**config.mk**
```make
export PLATFORM = sky130hd
export DESIGN_NAME = line_follow_motion_controller_core
export DESIGN_NICKNAME = d
export VERILOG_FILES = /design/src/hw/rtl/lfmc_pkg.sv /design/src/hw/rtl/line_follow_motion_controller_core.sv
export SDC_FILE = /design/constraint.sdc
export NUM_CORES = 1
export LEC_CHECK = 0
export ABC_AREA = 1
export BUFFER_PORTS_ARGS = -buffer_cell sky130_fd_sc_hd__buf_2
export CAP_MARGIN = 15
export CORE_MARGIN = 5
export CORE_UTILIZATION = 40
export CTS_BUF_LIST = sky130_fd_sc_hd__clkbuf_8
export DETAILED_ROUTE_END_ITERATION = 12
export PLACE_DENSITY = 0.64
export SETUP_SLACK_MARGIN = 0.1
export SLEW_MARGIN = 0
export SYNTH_ARGS = -nofsm -noshare
export SYNTH_HDL_FRONTEND = slang
export SYNTH_SLANG_ARGS = --single-unit
```
**constraint.sdc**
```tcl
create_clock -name clock -period 13.2 [get_ports clock]
set_clock_uncertainty 0.1 [all_clocks]
set_input_delay 2.64 -clock clock [delete_from_list [all_inputs] [get_ports clock]]
set_output_delay 2.64 -clock clock [all_outputs]
set_load 0.05 [all_outputs]
```
**src/hw/rtl/lfmc_pkg.sv**
```systemverilog
// Shared types, codes and constants for the line-follow motion controller.
// Used by line_follow_motion_controller_core; depends on nothing.
package lfmc_pkg;

   typedef logic signed [7:0]  duty_type;
   typedef logic signed [1:0]  err_type;
   typedef logic signed [5:0]  esum_type;
   typedef logic signed [15:0] wide_type;
   typedef logic signed [23:0] acc_type;

   localparam int DutyLimit = 100;
   localparam int SumLimit  = 20;
   localparam int CmdTurn   = 10;
   localparam int RoundHalf = 128;

   // drive commands
   localparam logic [2:0] CMD_STOP  = 3'd0;
   localparam logic [2:0] CMD_FWD   = 3'd1;
   localparam logic [2:0] CMD_BACK  = 3'd2;
   localparam logic [2:0] CMD_LEFT  = 3'd3;
   localparam logic [2:0] CMD_RIGHT = 3'd4;

   // steering styles
   localparam logic [1:0] STYLE_DIFF = 2'd0;
   localparam logic [1:0] STYLE_PID  = 2'd1;
   localparam logic [1:0] STYLE_NONE = 2'd2;

   // configuration register indexes
   localparam logic [2:0] CSR_BASE_DUTY  = 3'd0;
   localparam logic [2:0] CSR_GAIN_P     = 3'd1;
   localparam logic [2:0] CSR_GAIN_I     = 3'd2;
   localparam logic [2:0] CSR_GAIN_D     = 3'd3;
   localparam logic [2:0] CSR_STEER      = 3'd4;
   localparam logic [2:0] CSR_TURN_FRONT = 3'd5;
   localparam logic [2:0] CSR_TURN_REAR  = 3'd6;
   localparam logic [2:0] CSR_LINE_LEVEL = 3'd7;

   // clamp a wide duty to the wheel range
   function automatic duty_type sat_duty(input wide_type v);
      duty_type r;
      if (v > wide_type'(DutyLimit)) begin
         r = duty_type'(DutyLimit);
      end else if (v < -wide_type'(DutyLimit)) begin
         r = -duty_type'(DutyLimit);
      end else begin
         r = v[7:0];
      end
      return r;
   endfunction

endpackage

```
**src/hw/rtl/line_follow_motion_controller_core.sv**
```systemverilog
// Top level of the line-follow motion controller: input register, control/PID
// update and result register. Depends on lfmc_pkg.
//
// One result per item: rsp_valid rises once the item has passed the input register into the
// result register, and one item is accepted every cycle while the result side keeps taking
// results. The rate is set by the state update (PID integral, error memory, wheel duties),
// which is combinational between the input register and the result register; the result
// register holds the wheel duties themselves.
// Configuration writes are taken in any cycle and should be made while idle.
module line_follow_motion_controller_core (
   input  logic                clock,
   input  logic                reset,
   input  logic                req_valid,
   output logic                req_ready,
   input  logic                req_mode,
   input  logic                req_sense_left,
   input  logic                req_sense_mid,
   input  logic                req_sense_right,
   input  logic [2:0]          req_drive_cmd,
   output logic                rsp_valid,
   input  logic                rsp_ready,
   output logic signed [7:0]   rsp_duty_left_front,
   output logic signed [7:0]   rsp_duty_left_rear,
   output logic signed [7:0]   rsp_duty_right_front,
   output logic signed [7:0]   rsp_duty_right_rear,
   output logic                rsp_following_line,
   input  logic                csr_valid,
   output logic                csr_ready,
   input  logic [2:0]          csr_index,
   input  logic [15:0]         csr_data
);

   // configuration
   logic [6:0]  base_duty_ff;
   logic [15:0] gain_p_ff, gain_i_ff, gain_d_ff;
   logic [1:0]  steer_style_ff;
   logic [6:0]  turn_front_ff, turn_rear_ff;
   logic        line_level_ff;

   // input register
   logic        s1_valid_ff;
   logic        s1_mode_ff, s1_left_ff, s1_mid_ff, s1_right_ff;
   logic [2:0]  s1_cmd_ff;

   // controller state
   logic                  line_mode_ff, line_mode_in;
   logic [2:0]            last_cmd_ff, last_cmd_in;
   lfmc_pkg::err_type     track_err_ff, track_err_in;
   lfmc_pkg::err_type     prior_err_ff, prior_err_in;
   lfmc_pkg::esum_type    err_sum_ff, err_sum_in;
   lfmc_pkg::duty_type    duty_lf_ff, duty_lr_ff, duty_rf_ff, duty_rr_ff;
   lfmc_pkg::duty_type    duty_lf_in, duty_lr_in, duty_rf_in, duty_rr_in;
   logic                  rsp_valid_ff, rsp_valid_in;

   logic s1_adv, s1_fire, req_fire;

   assign s1_adv    = !rsp_valid_ff || rsp_ready;
   assign s1_fire   = s1_valid_ff && s1_adv;
   assign req_ready = !s1_valid_ff || s1_adv;
   assign req_fire  = req_valid && req_ready;
   assign csr_ready = 1'b1;

   always_ff @(posedge clock) begin
      if (reset) begin
         base_duty_ff   <= 7'd50;
         gain_p_ff      <= 16'd10240;
         gain_i_ff      <= 16'd64;
         gain_d_ff      <= 16'd77;
         steer_style_ff <= lfmc_pkg::STYLE_DIFF;
         turn_front_ff  <= 7'd10;
         turn_rear_ff   <= 7'd10;
         line_level_ff  <= 1'b1;
      end else if (csr_valid) begin
         case (csr_index)
            lfmc_pkg::CSR_BASE_DUTY:  base_duty_ff   <= csr_data[6:0];
            lfmc_pkg::CSR_GAIN_P:     gain_p_ff      <= csr_data;
            lfmc_pkg::CSR_GAIN_I:     gain_i_ff      <= csr_data;
            lfmc_pkg::CSR_GAIN_D:     gain_d_ff      <= csr_data;
            lfmc_pkg::CSR_STEER:      steer_style_ff <= csr_data[1:0];
            lfmc_pkg::CSR_TURN_FRONT: turn_front_ff  <= csr_data[6:0];
            lfmc_pkg::CSR_TURN_REAR:  turn_rear_ff   <= csr_data[6:0];
            lfmc_pkg::CSR_LINE_LEVEL: line_level_ff  <= csr_data[0];
            default: ;
         endcase
      end
   end

   always_ff @(posedge clock) begin
      if (reset) begin
         s1_valid_ff <= 1'b0;
      end else if (req_ready) begin
         s1_valid_ff <= req_valid;
      end
   end

   always_ff @(posedge clock) begin
      if (req_fire) begin
         s1_mode_ff  <= req_mode;
         s1_left_ff  <= req_sense_left;
         s1_mid_ff   <= req_sense_mid;
         s1_right_ff <= req_sense_right;
         s1_cmd_ff   <= req_drive_cmd;
      end
   end

   // ---------------------------------------------------------------- update
   logic                 on_l, on_m, on_r;
   lfmc_pkg::wide_type   base_w, front_w, rear_w, turn_w;
   lfmc_pkg::err_type    pid_err;
   logic signed [6:0]    esum_raw;
   lfmc_pkg::esum_type   pid_sum;
   logic signed [2:0]    delta;
   lfmc_pkg::acc_type    p_term, i_term, d_term, acc, acc_adj;
   logic signed [22:0]   i_prod;
   lfmc_pkg::wide_type   drive, plus_w, minus_w;

   assign on_l    = (s1_left_ff == line_level_ff);
   assign on_m    = (s1_mid_ff == line_level_ff);
   assign on_r    = (s1_right_ff == line_level_ff);
   assign base_w  = lfmc_pkg::wide_type'({9'd0, base_duty_ff});
   assign front_w = lfmc_pkg::wide_type'({9'd0, turn_front_ff});
   assign rear_w  = lfmc_pkg::wide_type'({9'd0, turn_rear_ff});
   assign turn_w  = lfmc_pkg::wide_type'(lfmc_pkg::CmdTurn);

   // PID path: left wins over right, right over middle; none keeps the error
   always_comb begin
      if (on_l) begin
         pid_err = 2'sb11;
      end else if (on_r) begin
         pid_err = 2'sb01;
      end else if (on_m) begin
         pid_err = 2'sb00;
      end else begin
         pid_err = track_err_ff;
      end
      esum_raw = 7'(err_sum_ff) + 7'(pid_err);
      if (esum_raw > 7'(lfmc_pkg::SumLimit)) begin
         pid_sum = 6'(lfmc_pkg::SumLimit);
      end else if (esum_raw < -7'(lfmc_pkg::SumLimit)) begin
         pid_sum = -6'(lfmc_pkg::SumLimit);
      end else begin
         pid_sum = esum_raw[5:0];
      end
      delta = 3'(pid_err) - 3'(prior_err_ff);
      case (pid_err)
         2'sb01:  p_term = lfmc_pkg::acc_type'({8'd0, gain_p_ff});
         2'sb11:  p_term = -lfmc_pkg::acc_type'({8'd0, gain_p_ff});
         default: p_term = '0;
      endcase
      i_prod = $signed({1'b0, gain_i_ff}) * pid_sum;
      i_term = 24'(i_prod);
      // delta is in -2..2: shift and negate
      case (delta)
         3'sb001: d_term = lfmc_pkg::acc_type'({8'd0, gain_d_ff});
         3'sb010: d_term = lfmc_pkg::acc_type'({7'd0, gain_d_ff, 1'b0});
         3'sb111: d_term = -lfmc_pkg::acc_type'({8'd0, gain_d_ff});
         3'sb110: d_term = -lfmc_pkg::acc_type'({7'd0, gain_d_ff, 1'b0});
         default: d_term = '0;
      endcase
      acc = p_term + i_term + d_term + lfmc_pkg::acc_type'(lfmc_pkg::RoundHalf);
      // round toward zero on the divide by 256
      acc_adj = acc[23] ? acc + 24'sd255 : acc;
      drive   = acc_adj[23:8];
      plus_w  = base_w + drive;
      minus_w = base_w - drive;
   end

   always_comb begin
      line_mode_in = line_mode_ff;
      last_cmd_in  = last_cmd_ff;
      track_err_in = track_err_ff;
      prior_err_in = prior_err_ff;
      err_sum_in   = err_sum_ff;
      duty_lf_in   = duty_lf_ff;
      duty_lr_in   = duty_lr_ff;
      duty_rf_in   = duty_rf_ff;
      duty_rr_in   = duty_rr_ff;
      if (s1_mode_ff) begin
         track_err_in = '0;
         prior_err_in = '0;
         err_sum_in   = '0;
         duty_lf_in   = '0;
         duty_lr_in   = '0;
         duty_rf_in   = '0;
         duty_rr_in   = '0;
         line_mode_in = !line_mode_ff;
      end else if (line_mode_ff) begin
         if (on_l && on_m && on_r) begin
            duty_lf_in = '0;
            duty_lr_in = '0;
            duty_rf_in = '0;
            duty_rr_in = '0;
         end else if (steer_style_ff == lfmc_pkg::STYLE_DIFF) begin
            if (on_l) begin
               duty_lf_in = lfmc_pkg::sat_duty(front_w);
               duty_lr_in = lfmc_pkg::sat_duty(rear_w);
               duty_rf_in = lfmc_pkg::sat_duty(base_w);
               duty_rr_in = lfmc_pkg::sat_duty(base_w);
            end else if (on_r) begin
               duty_lf_in = lfmc_pkg::sat_duty(base_w);
               duty_lr_in = lfmc_pkg::sat_duty(base_w);
               duty_rf_in = lfmc_pkg::sat_duty(front_w);
               duty_rr_in = lfmc_pkg::sat_duty(rear_w);
            end else if (on_m) begin
               duty_lf_in = lfmc_pkg::sat_duty(base_w);
               duty_lr_in = lfmc_pkg::sat_duty(base_w);
               duty_rf_in = lfmc_pkg::sat_duty(base_w);
               duty_rr_in = lfmc_pkg::sat_duty(base_w);
            end
         end else if (steer_style_ff == lfmc_pkg::STYLE_PID) begin
            track_err_in = pid_err;
            prior_err_in = pid_err;
            err_sum_in   = pid_sum;
            duty_lf_in   = lfmc_pkg::sat_duty(plus_w);
            duty_lr_in   = lfmc_pkg::sat_duty(plus_w);
            duty_rf_in   = lfmc_pkg::sat_duty(minus_w);
            duty_rr_in   = lfmc_pkg::sat_duty(minus_w);
         end
      end else if (s1_cmd_ff != last_cmd_ff) begin
         last_cmd_in = s1_cmd_ff;
         case (s1_cmd_ff)
            lfmc_pkg::CMD_STOP: begin
               duty_lf_in = '0;
               duty_lr_in = '0;
               duty_rf_in = '0;
               duty_rr_in = '0;
            end
            lfmc_pkg::CMD_FWD: begin
               duty_lf_in = lfmc_pkg::sat_duty(base_w);
               duty_lr_in = lfmc_pkg::sat_duty(base_w);
               duty_rf_in = lfmc_pkg::sat_duty(base_w);
               duty_rr_in = lfmc_pkg::sat_duty(base_w);
            end
            lfmc_pkg::CMD_BACK: begin
               duty_lf_in = lfmc_pkg::sat_duty(-base_w);
               duty_lr_in = lfmc_pkg::sat_duty(-base_w);
               duty_rf_in = lfmc_pkg::sat_duty(-base_w);
               duty_rr_in = lfmc_pkg::sat_duty(-base_w);
            end
            lfmc_pkg::CMD_LEFT: begin
               duty_lf_in = lfmc_pkg::sat_duty(turn_w);
               duty_lr_in = lfmc_pkg::sat_duty(turn_w);
               duty_rf_in = lfmc_pkg::sat_duty(base_w);
               duty_rr_in = lfmc_pkg::sat_duty(base_w);
            end
            lfmc_pkg::CMD_RIGHT: begin
               duty_lf_in = lfmc_pkg::sat_duty(base_w);
               duty_lr_in = lfmc_pkg::sat_duty(base_w);
               duty_rf_in = lfmc_pkg::sat_duty(turn_w);
               duty_rr_in = lfmc_pkg::sat_duty(turn_w);
            end
            default: ;
         endcase
      end
   end

   always_comb begin
      if (s1_adv) begin
         rsp_valid_in = s1_valid_ff;
      end else begin
         rsp_valid_in = rsp_valid_ff;
      end
   end

   // state and result register advance together, so the duties are the result
   always_ff @(posedge clock) begin
      if (reset) begin
         rsp_valid_ff <= 1'b0;
         line_mode_ff <= 1'b0;
         last_cmd_ff  <= lfmc_pkg::CMD_STOP;
         track_err_ff <= '0;
         prior_err_ff <= '0;
         err_sum_ff   <= '0;
         duty_lf_ff   <= '0;
         duty_lr_ff   <= '0;
         duty_rf_ff   <= '0;
         duty_rr_ff   <= '0;
      end else begin
         rsp_valid_ff <= rsp_valid_in;
         if (s1_fire) begin
            line_mode_ff <= line_mode_in;
            last_cmd_ff  <= last_cmd_in;
            track_err_ff <= track_err_in;
            prior_err_ff <= prior_err_in;
            err_sum_ff   <= err_sum_in;
            duty_lf_ff   <= duty_lf_in;
            duty_lr_ff   <= duty_lr_in;
            duty_rf_ff   <= duty_rf_in;
            duty_rr_ff   <= duty_rr_in;
         end
      end
   end

   assign rsp_valid            = rsp_valid_ff;
   assign rsp_duty_left_front  = duty_lf_ff;
   assign rsp_duty_left_rear   = duty_lr_ff;
   assign rsp_duty_right_front = duty_rf_ff;
   assign rsp_duty_right_rear  = duty_rr_ff;
   assign rsp_following_line   = line_mode_ff;

   // ------------------------------------------------------------ assertions
   a_sum_clamped: assert property (@(posedge clock) disable iff (reset)
      err_sum_ff <= 6'sd20 && err_sum_ff >= -6'sd20)
      else $error("integral outside clamp");

   a_duty_range: assert property (@(posedge clock) disable iff (reset)
      rsp_valid_ff |-> (duty_lf_ff <= 8'sd100 && duty_lf_ff >= -8'sd100 &&
                        duty_rf_ff <= 8'sd100 && duty_rf_ff >= -8'sd100))
      else $error("wheel duty outside range");

   a_toggle_clears: assert property (@(posedge clock) disable iff (reset)
      s1_fire && s1_mode_ff |=> err_sum_ff == '0 && prior_err_ff == '0 &&
                               duty_lf_ff == '0 && duty_rr_ff == '0)
      else $error("toggle did not clear controller");

   a_repeat_cmd_holds: assert property (@(posedge clock) disable iff (reset)
      s1_fire && !s1_mode_ff && !line_mode_ff && s1_cmd_ff == last_cmd_ff
      |=> $stable(duty_lf_ff) && $stable(duty_rf_ff) && $stable(duty_rr_ff))
      else $error("repeated command changed duties");

   a_no_lost_item: assert property (@(posedge clock) disable iff (reset)
      rsp_valid_ff && !rsp_ready |=> rsp_valid_ff)
      else $error("result dropped while stalled");

endmodule

```
# Word level (Yosys, flattened, before mapping)
# Cells that the tools add are included.
[classes]
n_eq_ne = 26
mul = 1
n_lt_le_gt_ge = 14
reduce_logical = 32
bitwise = 2
muxes = 60
n_addsub = 12
[ops]
columns = ["cell", "count"]
rows = [
  ["8-bit 2-to-1 mux", 40],
  ["24-bit case mux with 4 select lines", 1],
  ["8-bit case mux with 4 select lines", 2],
  ["24-bit by 9-bit adder with 24-bit output (second input constant)", 2],
  ["16-bit by 8-bit > comparator with 1-bit output (second input constant)", 3],
  ["16-bit by 8-bit < comparator with 1-bit output (second input constant)", 3],
  ["16-bit negator with 24-bit output", 2],
  ["24-bit case mux with 2 select lines", 1],
  ["6-bit 2-to-1 mux", 7],
  ["24-bit by 23-bit adder with 24-bit output", 1],
  ["24-bit adder", 1],
  ["8-bit < comparator (second input constant)", 3],
  ["24-bit 2-to-1 mux", 1],
  ["17-bit negator with 24-bit output", 1],
  ["17-bit by 6-bit multiplier with 23-bit output", 1],
  ["3-bit == test (second input constant)", 7],
  ["7-bit > comparator (second input constant)", 3],
  ["2-bit AND reduction", 9],
  ["8-bit by 16-bit adder with 16-bit output", 1],
  ["2-bit 2-to-1 mux", 8],
  ["7-bit negator with 16-bit output", 1],
  ["8-bit by 16-bit subtractor with 16-bit output", 1],
  ["3-bit by 2-bit == test with 1-bit output (second input constant)", 5],
  ["5-bit AND reduction", 3],
  ["23 further kinds", 40],
]
[word_totals]
input_bits = 31
ff_bits = 125
word_cells = 170

# Longest topological paths before layout
# Gate-level depths: netlist (run 1).
[logic_depth]
word_depth = 23
ltp_mapped = 72
ltp_nobuf = 68

# Worst setup path after synthesis (run 1)
# No wires, ideal clock.
[synth_timing]
kind = "reg-to-reg"
startpoint = "register s1_right_ff"
endpoint = "register duty_rf_ff[3], in the netlist rsp_duty_right_front[3]"
period_less_slack_ns = 10.154
path_slack_ns = 3.046
t_arrival_ns = 9.919
path_buffers = 4
required_ns = 12.965
stages_incl_launch_ff = 66
cell_sequence = "edfxtp_1 > inv_1 > nand2_1 > nand2_4 > nand3_1 > nand2_2 > buf_4 > clkbuf_1 > ha_1 > a21o_1 > a21oi_1 > or2_2 > a21oi_1 > or2_2 > xor2_1 > a21oi_1 > inv_1 > a21oi_1 > [30 not listed] > nand2_1 > a21oi_1 > inv_1 > nand3_2 > nor2_4 > nand3_2 > nor2_1 > nand2_1 > nand2_2 > inv_2 > nand2_4 > nand2_1 > nand2_1 > nand2_1 > nand2_1 > nand2_1 > nand2_1 > a21oi_2"
[synth_between]
elab_chain_cells = 22
word_cells_on_any_way = 39
cone_classes = "7 x add/sub; 1 x mul; 4 x order compare; 9 x eq/ne; 16 x mux; 2 x reduce/logical"
[synth_lines]
columns = ["item", "line_no", "rtl"]
rows = [
  ["start: declaration", "line_follow_motion_controller_core.sv:42", "logic s1_mode_ff, s1_left_ff, s1_mid_ff, s1_right_ff;"],
  ["start signal: assignment", "line_follow_motion_controller_core.sv:101", "s1_right_ff <= req_sense_right;"],
  ["1-bit == test *", "line_follow_motion_controller_core.sv:119", "assign on_r = (s1_right_ff == line_level_ff);"],
  ["2-bit 2-to-1 mux", "line_follow_motion_controller_core.sv:129", "end else if (on_r) begin"],
  ["2-bit 2-to-1 mux", "line_follow_motion_controller_core.sv:127", "if (on_l) begin"],
  ["6-bit by 2-bit adder with 7-bit output", "line_follow_motion_controller_core.sv:136", "esum_raw = 7'(err_sum_ff) + 7'(pid_err);"],
  ["7-bit by 6-bit < comparator with 1-bit output", "line_follow_motion_controller_core.sv:139", "end else if (esum_raw < -7'(lfmc_pkg::SumLimit)) begin"],
  ["6-bit 2-to-1 mux", "line_follow_motion_controller_core.sv:139", ""],
  ["6-bit 2-to-1 mux", "line_follow_motion_controller_core.sv:137", "if (esum_raw > 7'(lfmc_pkg::SumLimit)) begin"],
  ["17-bit by 6-bit multiplier with 23-bit output", "line_follow_motion_controller_core.sv:150", "i_prod = $signed({1'b0, gain_i_ff}) * pid_sum;"],
  ["[6 not listed]", "-", ""],
  ["16-bit by 8-bit < comparator with 1-bit output", "lfmc_pkg.sv:43", "end else if (v < -wide_type'(DutyLimit)) begin"],
  ["8-bit 2-to-1 mux", "lfmc_pkg.sv:43", ""],
  ["8-bit 2-to-1 mux", "lfmc_pkg.sv:41", "if (v > wide_type'(DutyLimit)) begin"],
  ["8-bit 2-to-1 mux", "line_follow_motion_controller_core.sv:210", "end else if (steer_style_ff == lfmc_pkg::STYLE_PID) begin"],
  ["8-bit 2-to-1 mux", "line_follow_motion_controller_core.sv:193", "end else if (steer_style_ff == lfmc_pkg::STYLE_DIFF) begin"],
  ["8-bit 2-to-1 mux", "line_follow_motion_controller_core.sv:188", "if (on_l && on_m && on_r) begin"],
  ["8-bit 2-to-1 mux", "line_follow_motion_controller_core.sv:187", "end else if (line_mode_ff) begin"],
  ["8-bit 2-to-1 mux", "line_follow_motion_controller_core.sv:178", "if (s1_mode_ff) begin"],
  ["end signal: assignment", "line_follow_motion_controller_core.sv:288", "duty_rf_ff <= duty_rf_in;"],
  ["end: declaration", "line_follow_motion_controller_core.sv:51", "lfmc_pkg::duty_type duty_lf_ff, duty_lr_ff, duty_rf_ff, duty_rr_ff;"],
]
# Mark *: on every way between the ends. The rest lies on a longest branch, timed or not. The select of a mux whose other input is x is not followed.
# A chain may end at the register's enable or synchronous reset.

# Worst setup path in the final report (run 1)
[layout_timing]
startpoint = "register s1_left_ff"
endpoint = "register duty_lf_ff[0], in the netlist rsp_duty_left_front[0]"
[layout_between]
elab_chain_cells = 21
word_cells_on_any_way = 38
cone_classes = "7 x add/sub; 1 x mul; 4 x order compare; 9 x eq/ne; 14 x mux; 3 x reduce/logical"
[layout_lines]
columns = ["item", "line_no", "rtl"]
rows = [
  ["start: declaration", "line_follow_motion_controller_core.sv:42", ""],
  ["start signal: assignment", "line_follow_motion_controller_core.sv:99", "s1_left_ff <= req_sense_left;"],
  ["1-bit == test *", "line_follow_motion_controller_core.sv:117", "assign on_l = (s1_left_ff == line_level_ff);"],
  ["2-bit 2-to-1 mux", "line_follow_motion_controller_core.sv:127", ""],
  ["6-bit by 2-bit adder with 7-bit output", "line_follow_motion_controller_core.sv:136", ""],
  ["7-bit by 6-bit < comparator with 1-bit output", "line_follow_motion_controller_core.sv:139", ""],
  ["6-bit 2-to-1 mux", "line_follow_motion_controller_core.sv:139", ""],
  ["6-bit 2-to-1 mux", "line_follow_motion_controller_core.sv:137", ""],
  ["17-bit by 6-bit multiplier with 23-bit output", "line_follow_motion_controller_core.sv:150", ""],
  ["24-bit by 23-bit adder with 24-bit output", "line_follow_motion_controller_core.sv:160", "acc = p_term + i_term + d_term + lfmc_pkg::acc_type'(lfmc_pkg::RoundHalf);"],
  ["[5 not listed]", "-", ""],
  ["16-bit by 8-bit < comparator with 1-bit output", "lfmc_pkg.sv:43", ""],
  ["8-bit 2-to-1 mux", "lfmc_pkg.sv:43", ""],
  ["8-bit 2-to-1 mux", "lfmc_pkg.sv:41", ""],
  ["8-bit 2-to-1 mux", "line_follow_motion_controller_core.sv:210", ""],
  ["8-bit 2-to-1 mux", "line_follow_motion_controller_core.sv:193", ""],
  ["8-bit 2-to-1 mux", "line_follow_motion_controller_core.sv:188", ""],
  ["8-bit 2-to-1 mux", "line_follow_motion_controller_core.sv:187", ""],
  ["8-bit 2-to-1 mux", "line_follow_motion_controller_core.sv:178", ""],
  ["end signal: assignment", "line_follow_motion_controller_core.sv:286", "duty_lf_ff <= duty_lf_in;"],
  ["end: declaration", "line_follow_motion_controller_core.sv:51", ""],
]
# Marked as above.

==> flow_metrics.py, run 1 <==
metrics = {
    "die": {
        "core_um2": 35600,
        "die_w_um": 200,
        "ios": 67,
        "initial_core_util_pct": 40.5,
        "die_y_um": 200,
        "placementRows": 69,
        "dieArea_um2": 39900,
    },
    "logic_synthesis": {
        "async_reset_ff_share_pct": 0,
        "synth_cell_type_count": 60,
        "syn_area_um2": 14400,
        "ys_ff_latch": 123,
        "yosysWarnings": 0,
        "syn_nets": 2401,
        "synth.avg_cell_area_um2": 6.62,
        "synth_edf_count": 7,
        "ys.flop_type": "dfxtp_1",
        "seq_area_frac_synth_pct": 17.6,
        "synthCells": 2176,
    },
    "critical_path": {
        "r2r_cells": 62,
        "crit_cells": 62,
        "critPathBufInv": 12,
        "cpPeakStageDelay_ps": 620,
        "cp-end-kind": "flop",
        "critPathSlowestCell": "nand3b_1",
        "required_ps": 13500,
        "crit_family": "simple AND/OR/NAND/NOR gates",
        "worst-setup-path-type": "flop to flop",
        "worst_setup_path_start_kind": "flop",
        "cp.arrival_ps": 11760,
        "path_max_fanout": 18,
        "cp_common_cell": "nand2_1",
    },
    "route": {
        "wl_per_cell_um": 15.6,
        "wirelength_mm": 41.9,
        "via_per_inst": 5.20,
        "drc_errors": 0,
        "initialDrtViolationCount": 1216,
        "dr_total_vias": 14000,
        "first_pass_iters": 6,
        "antenna_left": 0,
    },
    "job": {
        "drv_cap": 0,
    },
    "timing": {
        "holdWs_ps": 367,
        "slew_violations": 0,
        "min_period_ps": 11460,
        "tightest_slew_ps": 1100,
        "finalSetupViolations": 0,
        "tns_ps": 0,
        "post-route-period-util_pct": 86.8,
        "clock.fmax_mhz": 87.3,
        "slew_headroom_pct": 26.0,
        "hold_viol_final": 0,
        "rsz0062_at_grt": "false",
    },
    "cells_and_area": {
        "multi_input_area_um2": 10200,
        "mostFrequentLayoutCells": "553 x nand2_1, 344 x inv_1, 214 x nor2_1, 164 x a21oi_1, 116 x dfxtp_1",
        "seqCellArea_um2": 2530,
        "nets": 2440,
        "final_common_cell": "nand2_1",
        "syn_to_final_growth_pct": 8.09,
        "stdcell_area_um2": 15600,
        "drive_above_1_share_pct": 10.7,
        "finalNonFillerCells": 2689,
        "fillers": 3808,
        "antenna_cells": 0,
    },
    "pwr": {
        "pwr-share-clk_pct": 9.4,
        "max-vdd-ir-drop_mv": 0.222,
        "p_leak_nw": 7.71,
        "p_seq_share_pct": 9.8,
        "internal_power_mw": 1.63,
        "power_density_nw_per_um2": 261,
        "p_comb_share_pct": 80.7,
        "power_switching_mw": 2.43,
        "total_power_mw": 4.06,
        "p_sw_share_pct": 59.8,
    },
    "clock_network": {
        "cts_resized": 0,
        "clock_latency_ps": 460,
        "cts_tree": "built",
        "hold_buffers": 0,
        "postCtsSetupRepairBufs": 0,
        "htree_levels": 4,
        "cts_buffer_depth": 2,
        "cts_buffers": 17,
        "cts.sinks": 123,
        "root_buffer": "clkbuf_8",
        "path_clk_slew_ps": 80,
    },
    "global_routing": {
        "grt_max_degree": 74,
        "grt_pass1_vias": 13500,
        "grt_usage_pct": 21.0,
        "grt_overflow_total": 0,
        "antenna_found_initial": 0,
        "grt_pass1_wl_mm": 67.8,
    },
    "min_path": {
        "hold_class": "flop to flop",
        "holdPathStages": 2,
    },
    "placement": {
        "port_buffers": 65,
        "place_area_um2": 15100,
        "finalWeightedCongestion": 0.958,
        "place_inst": 2657,
        "dpl.hpwl_mm": 34.5,
    },
    "outcome": {
        "status": "finished, final reports clean",
    },
}
==> cell usage after synthesis, types with 13 or more instances <==
library cell,number,area (um2)
nand3_1,101,505
xor2_1,27,236
a21oi_1,164,821
nor3_1,32,160
inv_2,24,90.1
nor2_4,16,180
o211ai_1,13,97.6
dfxtp_1,116,2320
nor2_1,214,803
nand2_2,32,200
nor2_2,14,87.6
nand3_2,14,140
fa_1,102,2040
o21ai_0,115,576
ha_1,92,1150
clkbuf_1,42,158
inv_1,344,1290
nand4_1,21,131
nand2_1,553,2080
==> worst register-to-register path: cells and delay by family (launching register included) <==
| kind | cells | cell delay (ps) |
|---|---|---|
| AND/OR/NAND/NOR | 34 | 4590 |
| AO/OA/AOI/OAI | 7 | 1360 |
| adder cells (fa/ha/maj) | 9 | 3790 |
| flip-flops | 1 | 410 |
| buffers and inverters | 12 | 1140 |
==> cells by family (layout without fill, tap and decap cells) <==
logic type | count (synthesis) | count (layout) | synth area share, %
DFF | 123 | 123 | 17.6
other | 1 | 1 | 0.0260
AOI/OAI and AO/OA | 363 | 363 | 14.2
xor gates and xnor gates | 38 | 38 | 2.31
and+or+nand+nor | 1032 | 1032 | 32.3
adders and majority gates | 194 | 194 | 22.2
buffers and inverters | 425 | 477 | 11.4
==> registers in the layout (all words and copies together), names as in the netlist, 3 cells and up <==
signal	count
rsp_duty_right_rear	7
err_sum_ff	6
turn_front_ff	7
gain_i_ff	16
last_cmd_ff	3
gain_d_ff	16
s1_cmd_ff	3
gain_p_ff	16
turn_rear_ff	7
rsp_duty_left_front	8
rsp_duty_right_front	8
base_duty_ff	7
rsp_duty_left_rear	7
==> power groups by stage <==
stage	logic, mW	clock network (mW)	registers [mW]
floorplan	2.46	0	0.413
global route	3.66	0.409	0.400
CTS	3.24	0.394	0.399
finish	3.27	0.383	0.399
detailed placement	3.21	0	0.407
global placement	3.20	0	0.407
==> final cells by class <==
cell class / count / area share (%)
flip-flops and latches: 123 / 16.3
multi-input cells: 1628 / 65.7
well taps: 461 / 3.70
clock buffers: 17 / 1.50
clock inverters: 15 / 1.38
repair buffers: 73 / 2.46
inverters: 372 / 8.97
==> metal layers <==
| metal | track usage [%] | part of all wire, % | vias to the layer above |
|---|---|---|---|
| met4 | 6.24 | 2.1 | 0 |
| met5 | 0 | 0 | - |
| met3 | 4.04 | 6.5 | 54 |
| met1 | 27.8 | 46 | 6543 |
| li1 | - | - | 6975 |
| met2 | 34.9 | 46 | 410 |
==> worst paths after layout <==
check | startpoint | end | slack, ps
min | rsp_duty_left_rear[2]$_SDFFE_PP0P_ | rsp_duty_left_rear[2]$_SDFFE_PP0P_ | 370
min reg2reg | rsp_duty_left_rear[2]$_SDFFE_PP0P_ | rsp_duty_left_rear[2]$_SDFFE_PP0P_ | 370
max reg2reg | s1_left_ff$_DFFE_PP_ | rsp_duty_left_front[0]$_SDFFE_PP0P_ | 1740
max | s1_left_ff$_DFFE_PP_ | rsp_duty_left_front[0]$_SDFFE_PP0P_ | 1740
==> stage by stage <==
step,setup WS [ps],utilization [%]
2_1_floorplan,3050,-
3_3_place_gp,1540,42.5
3_5_place_dp,1880,42.5
4_1_cts,1830,43.8
5_1_grt,830,43.8
6_report,1740,43.8
(Power assumes the default switching activity.)
==> run 2, diff against run 1 <==
- ABC_AREA: 1 -> 0
==> run 2 against run 1 <==
Via count is 2.1% lower; global-route usage up 1.5 points; synthesized cell count fell by 15%; wire length grew 8.9%; count of clock-buffer cells in the layout increased by 3; setup slack worse by 840 ps; combinational power about the same; final cell count is 13% lower; critical path depth shrank 20; cell area down 1.0%; total power is 0.92% lower; area after synthesis shrank 0.67%; highest routed layer unchanged.
==> flow_metrics.py, run 2 <==
metrics = {
    "outcome": {
        "status": "finished, final reports clean",
    },
    "clock_network": {
        "path_clk_slew_ps": 80,
        "hold_buffers": 0,
        "htree_levels": 4,
        "cts_buffers": 17,
        "cts_tree": "built",
        "root_buffer": "clkbuf_8",
        "cts.sinks": 123,
        "cts_buffer_depth": 2,
        "clock_latency_ps": 470,
    },
    "route": {
        "wirelength_mm": 45.6,
        "antenna_left": 0,
        "wl_per_cell_um": 19.5,
        "via_per_inst": 5.85,
        "initialDrtViolationCount": 1315,
        "dr_total_vias": 13700,
        "first_pass_iters": 6,
        "drc_errors": 0,
    },
    "timing": {
        "min_period_ps": 12310,
        "slew_violations": 0,
        "post-route-period-util_pct": 93.2,
        "rsz0062_at_grt": "false",
        "setup_slack_ps": 894,
        "hold_viol_final": 0,
        "slew_headroom_pct": 20.7,
        "clock.fmax_mhz": 81.3,
        "tns_ps": 0,
        "tightest_slew_ps": 1180,
        "finalSetupViolations": 0,
    },
    "die": {
        "die_w_um": 199,
        "core_um2": 35500,
        "initial_core_util_pct": 40.3,
        "ios": 67,
        "die_y_um": 199,
        "placementRows": 69,
        "dieArea_um2": 39700,
    },
    "placement": {
        "place_area_um2": 15000,
        "place_inst": 2308,
        "post-place-ws_ps": 625,
        "finalWeightedCongestion": 0.983,
        "dpl.hpwl_mm": 36.0,
        "port_buffers": 65,
    },
    "critical_path": {
        "r2r_setup_slack_ps": 890,
        "cp-end-kind": "flop",
        "regToRegStartpoint": "line_level_ff$_SDFFE_PP1P_",
        "critPathSlowestCell": "fa_1",
        "worst_setup_path_start_kind": "flop",
        "cp.arrival_ps": 12510,
        "worst-setup-path-type": "flop to flop",
        "cpPeakStageDelay_ps": 780,
        "r2r_cells": 42,
        "required_ps": 13400,
        "r2r-end": "rsp_duty_left_front[6]$_SDFFE_PP0P_",
        "path_max_fanout": 15,
    },
    "cells_and_area": {
        "drive_above_1_share_pct": 8.67,
        "stdcell_area_um2": 15400,
        "syn_to_final_growth_pct": 7.73,
        "fillers": 3563,
        "antenna_cells": 0,
        "mostFrequentLayoutCells": "259 x nand2_1, 170 x nor2_1, 160 x inv_1, 158 x a21oi_1, 116 x dfxtp_1",
        "final_common_cell": "nand2_1",
        "reg_top3": "gain_d_ff: 16 flops, gain_i_ff: 16 flops, gain_p_ff: 16 flops",
        "finalNonFillerCells": 2342,
        "nets": 2094,
        "multi_input_area_um2": 10800,
        "seqCellArea_um2": 2530,
    },
    "min_path": {
        "min_to": "rsp_duty_left_front[2]$_SDFFE_PP0P_",
        "holdPathStages": 2,
        "hp-start": "rsp_duty_left_front[2]$_SDFFE_PP0P_",
        "hold_class": "flop to flop",
    },
    "logic_synthesis": {
        "synth_xor_area_share_pct": 5.93,
        "ys.flop_type": "dfxtp_1",
        "synth_cell_type_count": 98,
        "synth.avg_cell_area_um2": 7.71,
        "synth_edf_count": 7,
        "seq_area_frac_synth_pct": 17.7,
        "synth-simple-area-share_pct": 24.4,
        "async_reset_ff_share_pct": 0,
        "yosysTopAreaCell": "dfxtp_1",
        "synth_top_family_by_area": "simple AND/OR/NAND/NOR gates",
        "yosysTopAreaCellShare_pct": 16.2,
        "syn_nets": 2082,
        "synth_common_cells": "261 x nand2_1, 170 x nor2_1, 159 x a21oi_1, 159 x inv_1, 116 x dfxtp_1",
        "synth_fa_ha_area_share_pct": 22.4,
        "yosysMostFrequentCell": "nand2_1",
        "synthCells": 1857,
        "synthTopCellsByArea": "dfxtp_1 16%, fa_1 14%, ha_1 8.0%",
        "yosysWarnings": 0,
        "synth_compound_area_share_pct": 21.2,
        "syn_area_um2": 14300,
        "ys_ff_latch": 123,
        "synth.mux.area_fraction_pct": 1.62,
    },
    "pwr": {
        "total_power_mw": 4.02,
        "pwr-share-clk_pct": 9.1,
        "power_switching_mw": 2.26,
        "p_sw_share_pct": 56.2,
        "p_leak_nw": 6.55,
        "p_seq_share_pct": 10.0,
        "p_comb_share_pct": 80.9,
        "internal_power_mw": 1.76,
        "max-vdd-ir-drop_mv": 0.227,
        "power_density_nw_per_um2": 261,
    },
    "global_routing": {
        "grt_max_degree": 101,
        "grt_usage_pct": 22.5,
        "grt_overflow_total": 0,
        "grt_pass1_wl_mm": 70.7,
        "antenna_found_initial": 0,
        "grt_pass1_vias": 13000,
    },
    "job": {
        "drv_cap": 0,
    },
}
-- run 2: changes by cell type after synthesis, sizes merged, moves of 54 or more --
cell / previous run / this run
nor2: 246 / 171
nand2: 597 / 261
nand3: 117 / 32
xnor2: 11 / 65
inv: 368 / 160
o21ai: 119 / 59
-- run 2: worst max-delay path by stage --
stage / startpoint / to / depth (start not counted)
4_1_cts: line_level_ff$_SDFFE_PP1P_ / rsp_duty_left_front[6]$_SDFFE_PP0P_ / 42
2_1_floorplan: s1_left_ff$_DFFE_PP_ / rsp_duty_left_front[5]$_SDFFE_PP0P_ / 45
5_1_grt: s1_left_ff$_DFFE_PP_ / rsp_duty_left_front[6]$_SDFFE_PP0P_ / 46
6_report: line_level_ff$_SDFFE_PP1P_ / rsp_duty_left_front[6]$_SDFFE_PP0P_ / 42
3_3_place_gp: line_level_ff$_SDFFE_PP1P_ / rsp_duty_left_front[5]$_SDFFE_PP0P_ / 42
3_5_place_dp: line_level_ff$_SDFFE_PP1P_ / rsp_duty_left_front[6]$_SDFFE_PP0P_ / 42
-- run 2: power groups by stage --
stage	registers, mW	logic [mW]	clock network, mW
floorplan	0.412	2.35	0
global placement	0.410	3.13	0
detailed placement	0.410	3.12	0
CTS	0.401	3.14	0.370
global route	0.403	3.54	0.389
finish	0.402	3.25	0.368
-- run 2: repair_timing --
item / CTS / global route
setup buffers: 0 / 3
endpoints found under the setup margin: 0 / 29
gates resized for setup: 0 / 10
-- run 2: final cells by class --
cell class | instances | share of cell area (%)
sequential | 123 | 16.4
tap | 461 | 3.74
inverter | 160 | 3.91
clock buffer | 20 | 1.79
clock inverter | 11 | 0.925
multi-input combinational | 1484 | 70.2
timing repair buffer | 83 | 2.99
-- run 2: logic make-up (layout without fill, tap and decap cells) --
| group | count (synthesis) | count (layout) |
|---|---|---|
| other | 1 | 1 |
| DFF | 123 | 123 |
| buffers and inverters | 250 | 274 |
| xor gates and xnor gates | 88 | 88 |
| AOI/OAI and AO/OA | 451 | 451 |
| adders and majority gates | 195 | 195 |
| and+or+nand+nor | 726 | 726 |
| muxes | 23 | 23 |
-- run 2: layer usage --
layer | wire length [um] | vias up | track usage (%)
li1 | - | 6459 | -
met1 | 19500 | 6571 | 31.0
met2 | 21100 | 559 | 36.2
met3 | 3170 | 103 | 3.14
met4 | 1780 | 0 | 8.21
met5 | 0 | - | 0
-- run 2: critical path: cells and delay by family (launching register included) --
kind	cells	cell delay [ps]
AOI/OAI and AO/OA	16	3520
and+or+nand+nor	12	3450
buffers and inverters	5	580
adders and majority gates	7	3380
xor gates and xnor gates	2	460
DFF	1	640
-- run 2: through the flow --
stage | hold slack, ps | util, %
detailed placement | 361 | 42.1
global placement | 373 | 42.1
CTS | 386 | 43.3
global route | 416 | 43.4
finish | 385 | 43.4
floorplan | 361 | -
==> run 3, diff against run 2 <==
- CORE_MARGIN: 5 -> not set
- SLEW_MARGIN: 0 -> not set
==> run 3 against run 2 <==
Global-route usage grew 2.8 points; die area decreased by 7.9%; critical path depth stayed put; register-to-register slack gained 50 ps; first-iteration DRC count shrank 14%; clock power increased by 4%; core utilization grew 0.75 points; sequential cell count unchanged; critical endpoint is now rsp_duty_left_rear[6]$_SDFFE_PP0P_; highest routed layer is now met5.
==> flow_metrics.py, run 3 (same netlist as run 2, synthesis figures left out) <==
metrics = {
    "critical_path": {
        "critPathSlowestCell": "dfxtp_1",
        "r2r-end": "rsp_duty_left_rear[6]$_SDFFE_PP0P_",
        "regToRegStartpoint": "line_level_ff$_SDFFE_PP1P_",
        "worst-setup-path-type": "flop to flop",
        "worst_setup_path_start_kind": "flop",
        "cp-end-kind": "flop",
        "r2r_setup_slack_ps": 940,
        "r2r_cells": 42,
        "cp.arrival_ps": 12460,
        "cpPeakStageDelay_ps": 610,
        "path_max_fanout": 18,
        "cp_common_cell": "fa_1",
        "crit_path_start": "line_level_ff$_SDFFE_PP1P_",
        "required_ps": 13400,
    },
    "min_path": {
        "holdPathStages": 2,
        "min_to": "gain_p_ff[10]$_SDFFE_PP0P_",
        "hp-start": "gain_p_ff[10]$_SDFFE_PP0P_",
        "hold_class": "flop to flop",
    },
    "clock_network": {
        "postCtsSetupRepairBufs": 0,
        "cts_buffers": 17,
        "cts_tree": "built",
        "path_clk_slew_ps": 90,
        "htree_levels": 4,
        "cts.sinks": 123,
        "cts_buffer_depth": 2,
        "hold_buffers": 0,
        "clock_latency_ps": 460,
        "cts_resized": 0,
        "root_buffer": "clkbuf_8",
    },
    "route": {
        "antenna_left": 0,
        "first_pass_iters": 6,
        "via_per_inst": 5.88,
        "drc_errors": 0,
        "dr_total_vias": 13700,
        "wirelength_mm": 45.0,
        "initialDrtViolationCount": 1125,
        "wl_per_cell_um": 19.3,
    },
    "pwr": {
        "p_leak_nw": 6.55,
        "max-vdd-ir-drop_mv": 0.217,
        "p_comb_share_pct": 80.4,
        "internal_power_mw": 1.70,
        "power_density_nw_per_um2": 258,
        "p_sw_share_pct": 57.2,
        "pwr-share-clk_pct": 9.6,
        "power_switching_mw": 2.28,
        "p_seq_share_pct": 10.1,
    },
    "die": {
        "initial_core_util_pct": 41.0,
        "dieArea_um2": 36500,
        "die_y_um": 191,
        "ios": 67,
        "core_um2": 34900,
        "placementRows": 68,
        "die_w_um": 191,
    },
    "cells_and_area": {
        "final_common_cell": "nand2_1",
        "mostFrequentLayoutCells": "260 x nand2_1, 170 x nor2_1, 159 x inv_1, 157 x a21oi_1, 116 x dfxtp_1",
        "fillers": 3561,
        "fin_util_pct": 44.2,
        "stdcell_area_um2": 15400,
        "nets": 2092,
        "drive_above_1_share_pct": 8.72,
        "syn_to_final_growth_pct": 7.74,
        "reg_top3": "gain_d_ff: 16 flops, gain_i_ff: 16 flops, gain_p_ff: 16 flops",
        "antenna_cells": 0,
    },
    "placement": {
        "place_area_um2": 15000,
        "finalWeightedCongestion": 0.945,
        "dpl.hpwl_mm": 35.6,
        "port_buffers": 65,
        "post-place-ws_ps": 711,
    },
    "global_routing": {
        "grt_max_degree": 101,
        "grt_usage_pct": 25.3,
        "busiest_layer": "met2",
        "met1_usage_pct": 33.7,
        "grt_pass1_vias": 13200,
        "met3_usage_pct": 3.10,
        "antenna_found_initial": 1,
        "grt_pass1_wl_mm": 72.2,
        "met2_usage_pct": 41.4,
        "grt_overflow_total": 0,
    },
    "timing": {
        "finalSetupViolations": 0,
        "setup_slack_ps": 939,
        "hold_viol_final": 0,
        "slew_headroom_pct": 27.4,
        "post-route-period-util_pct": 92.9,
        "clock.fmax_mhz": 81.6,
        "min_period_ps": 12260,
        "tightest_slew_ps": 1090,
        "slew_violations": 0,
        "tns_ps": 0,
        "rsz0062_at_grt": "false",
    },
    "job": {
        "drv_cap": 0,
    },
    "outcome": {
        "status": "finished, final reports clean",
    },
}
## run 3: cell types whose count changed in the layout (fill, tap and decap cells not counted), sizes merged
cell	before	now
bufinv	3	2
inv	162	170
clkbuf	20	17
buf	83	81
clkinvlp	4	1
## run 3: critical path: cells and delay by family, from the launching register on
family	cells	cell delay [ps]
simple gates	11	3160
flops	1	610
buf+inv	4	420
fa+ha+maj	7	2990
compound gates	17	3940
xor+xnor	3	860
## run 3: layout make-up
cell class                      count  area (um2)  area share [%]
Timing Repair Buffer               81         445            2.89
Sequential cell                   123        2530            16.4
Tap cell                          455         569            3.69
Clock buffer                       17         234            1.52
Inverter                          160         601            3.90
Clock inverter                     15         195            1.27
Multi-Input combinational cell   1484       10800            70.3
## run 3: metal layers
metal,up-vias,part of all wire [%]
met4,2,4.1
met3,102,6.1
met2,525,46
li1,6462,-
met5,-,0.024
met1,6628,44
## run 3: metrics by stage
step | total power, mW | instances | hold WS, ps
finish | 3.98 | 2335 | 392
global placement | 3.51 | 2303 | 377
CTS | 3.90 | 2335 | 393
floorplan | 2.76 | 1857 | 361
global route | 4.31 | 2335 | 426
detailed placement | 3.50 | 2303 | 372
## run 3: worst max path at each step
stage | cells after the start | end | slack [ps]
detailed placement | 39 | rsp_duty_left_rear[6]$_SDFFE_PP0P_ | 710
finish | 42 | rsp_duty_left_rear[6]$_SDFFE_PP0P_ | 940
global placement | 42 | rsp_duty_left_rear[6]$_SDFFE_PP0P_ | 1090
floorplan | 45 | rsp_duty_left_front[5]$_SDFFE_PP0P_ | 1980
CTS | 39 | rsp_duty_left_rear[6]$_SDFFE_PP0P_ | 670
global route | 46 | rsp_duty_left_rear[6]$_SDFFE_PP0P_ | 140
## run 3: power groups by stage
stage / Sequential (mW) / Clock, mW / Combinational [mW]
global route: 0.403 / 0.402 / 3.51
detailed placement: 0.410 / 0 / 3.09
finish: 0.401 / 0.381 / 3.20
floorplan: 0.412 / 0 / 2.35
CTS: 0.401 / 0.383 / 3.11
global placement: 0.409 / 0 / 3.10
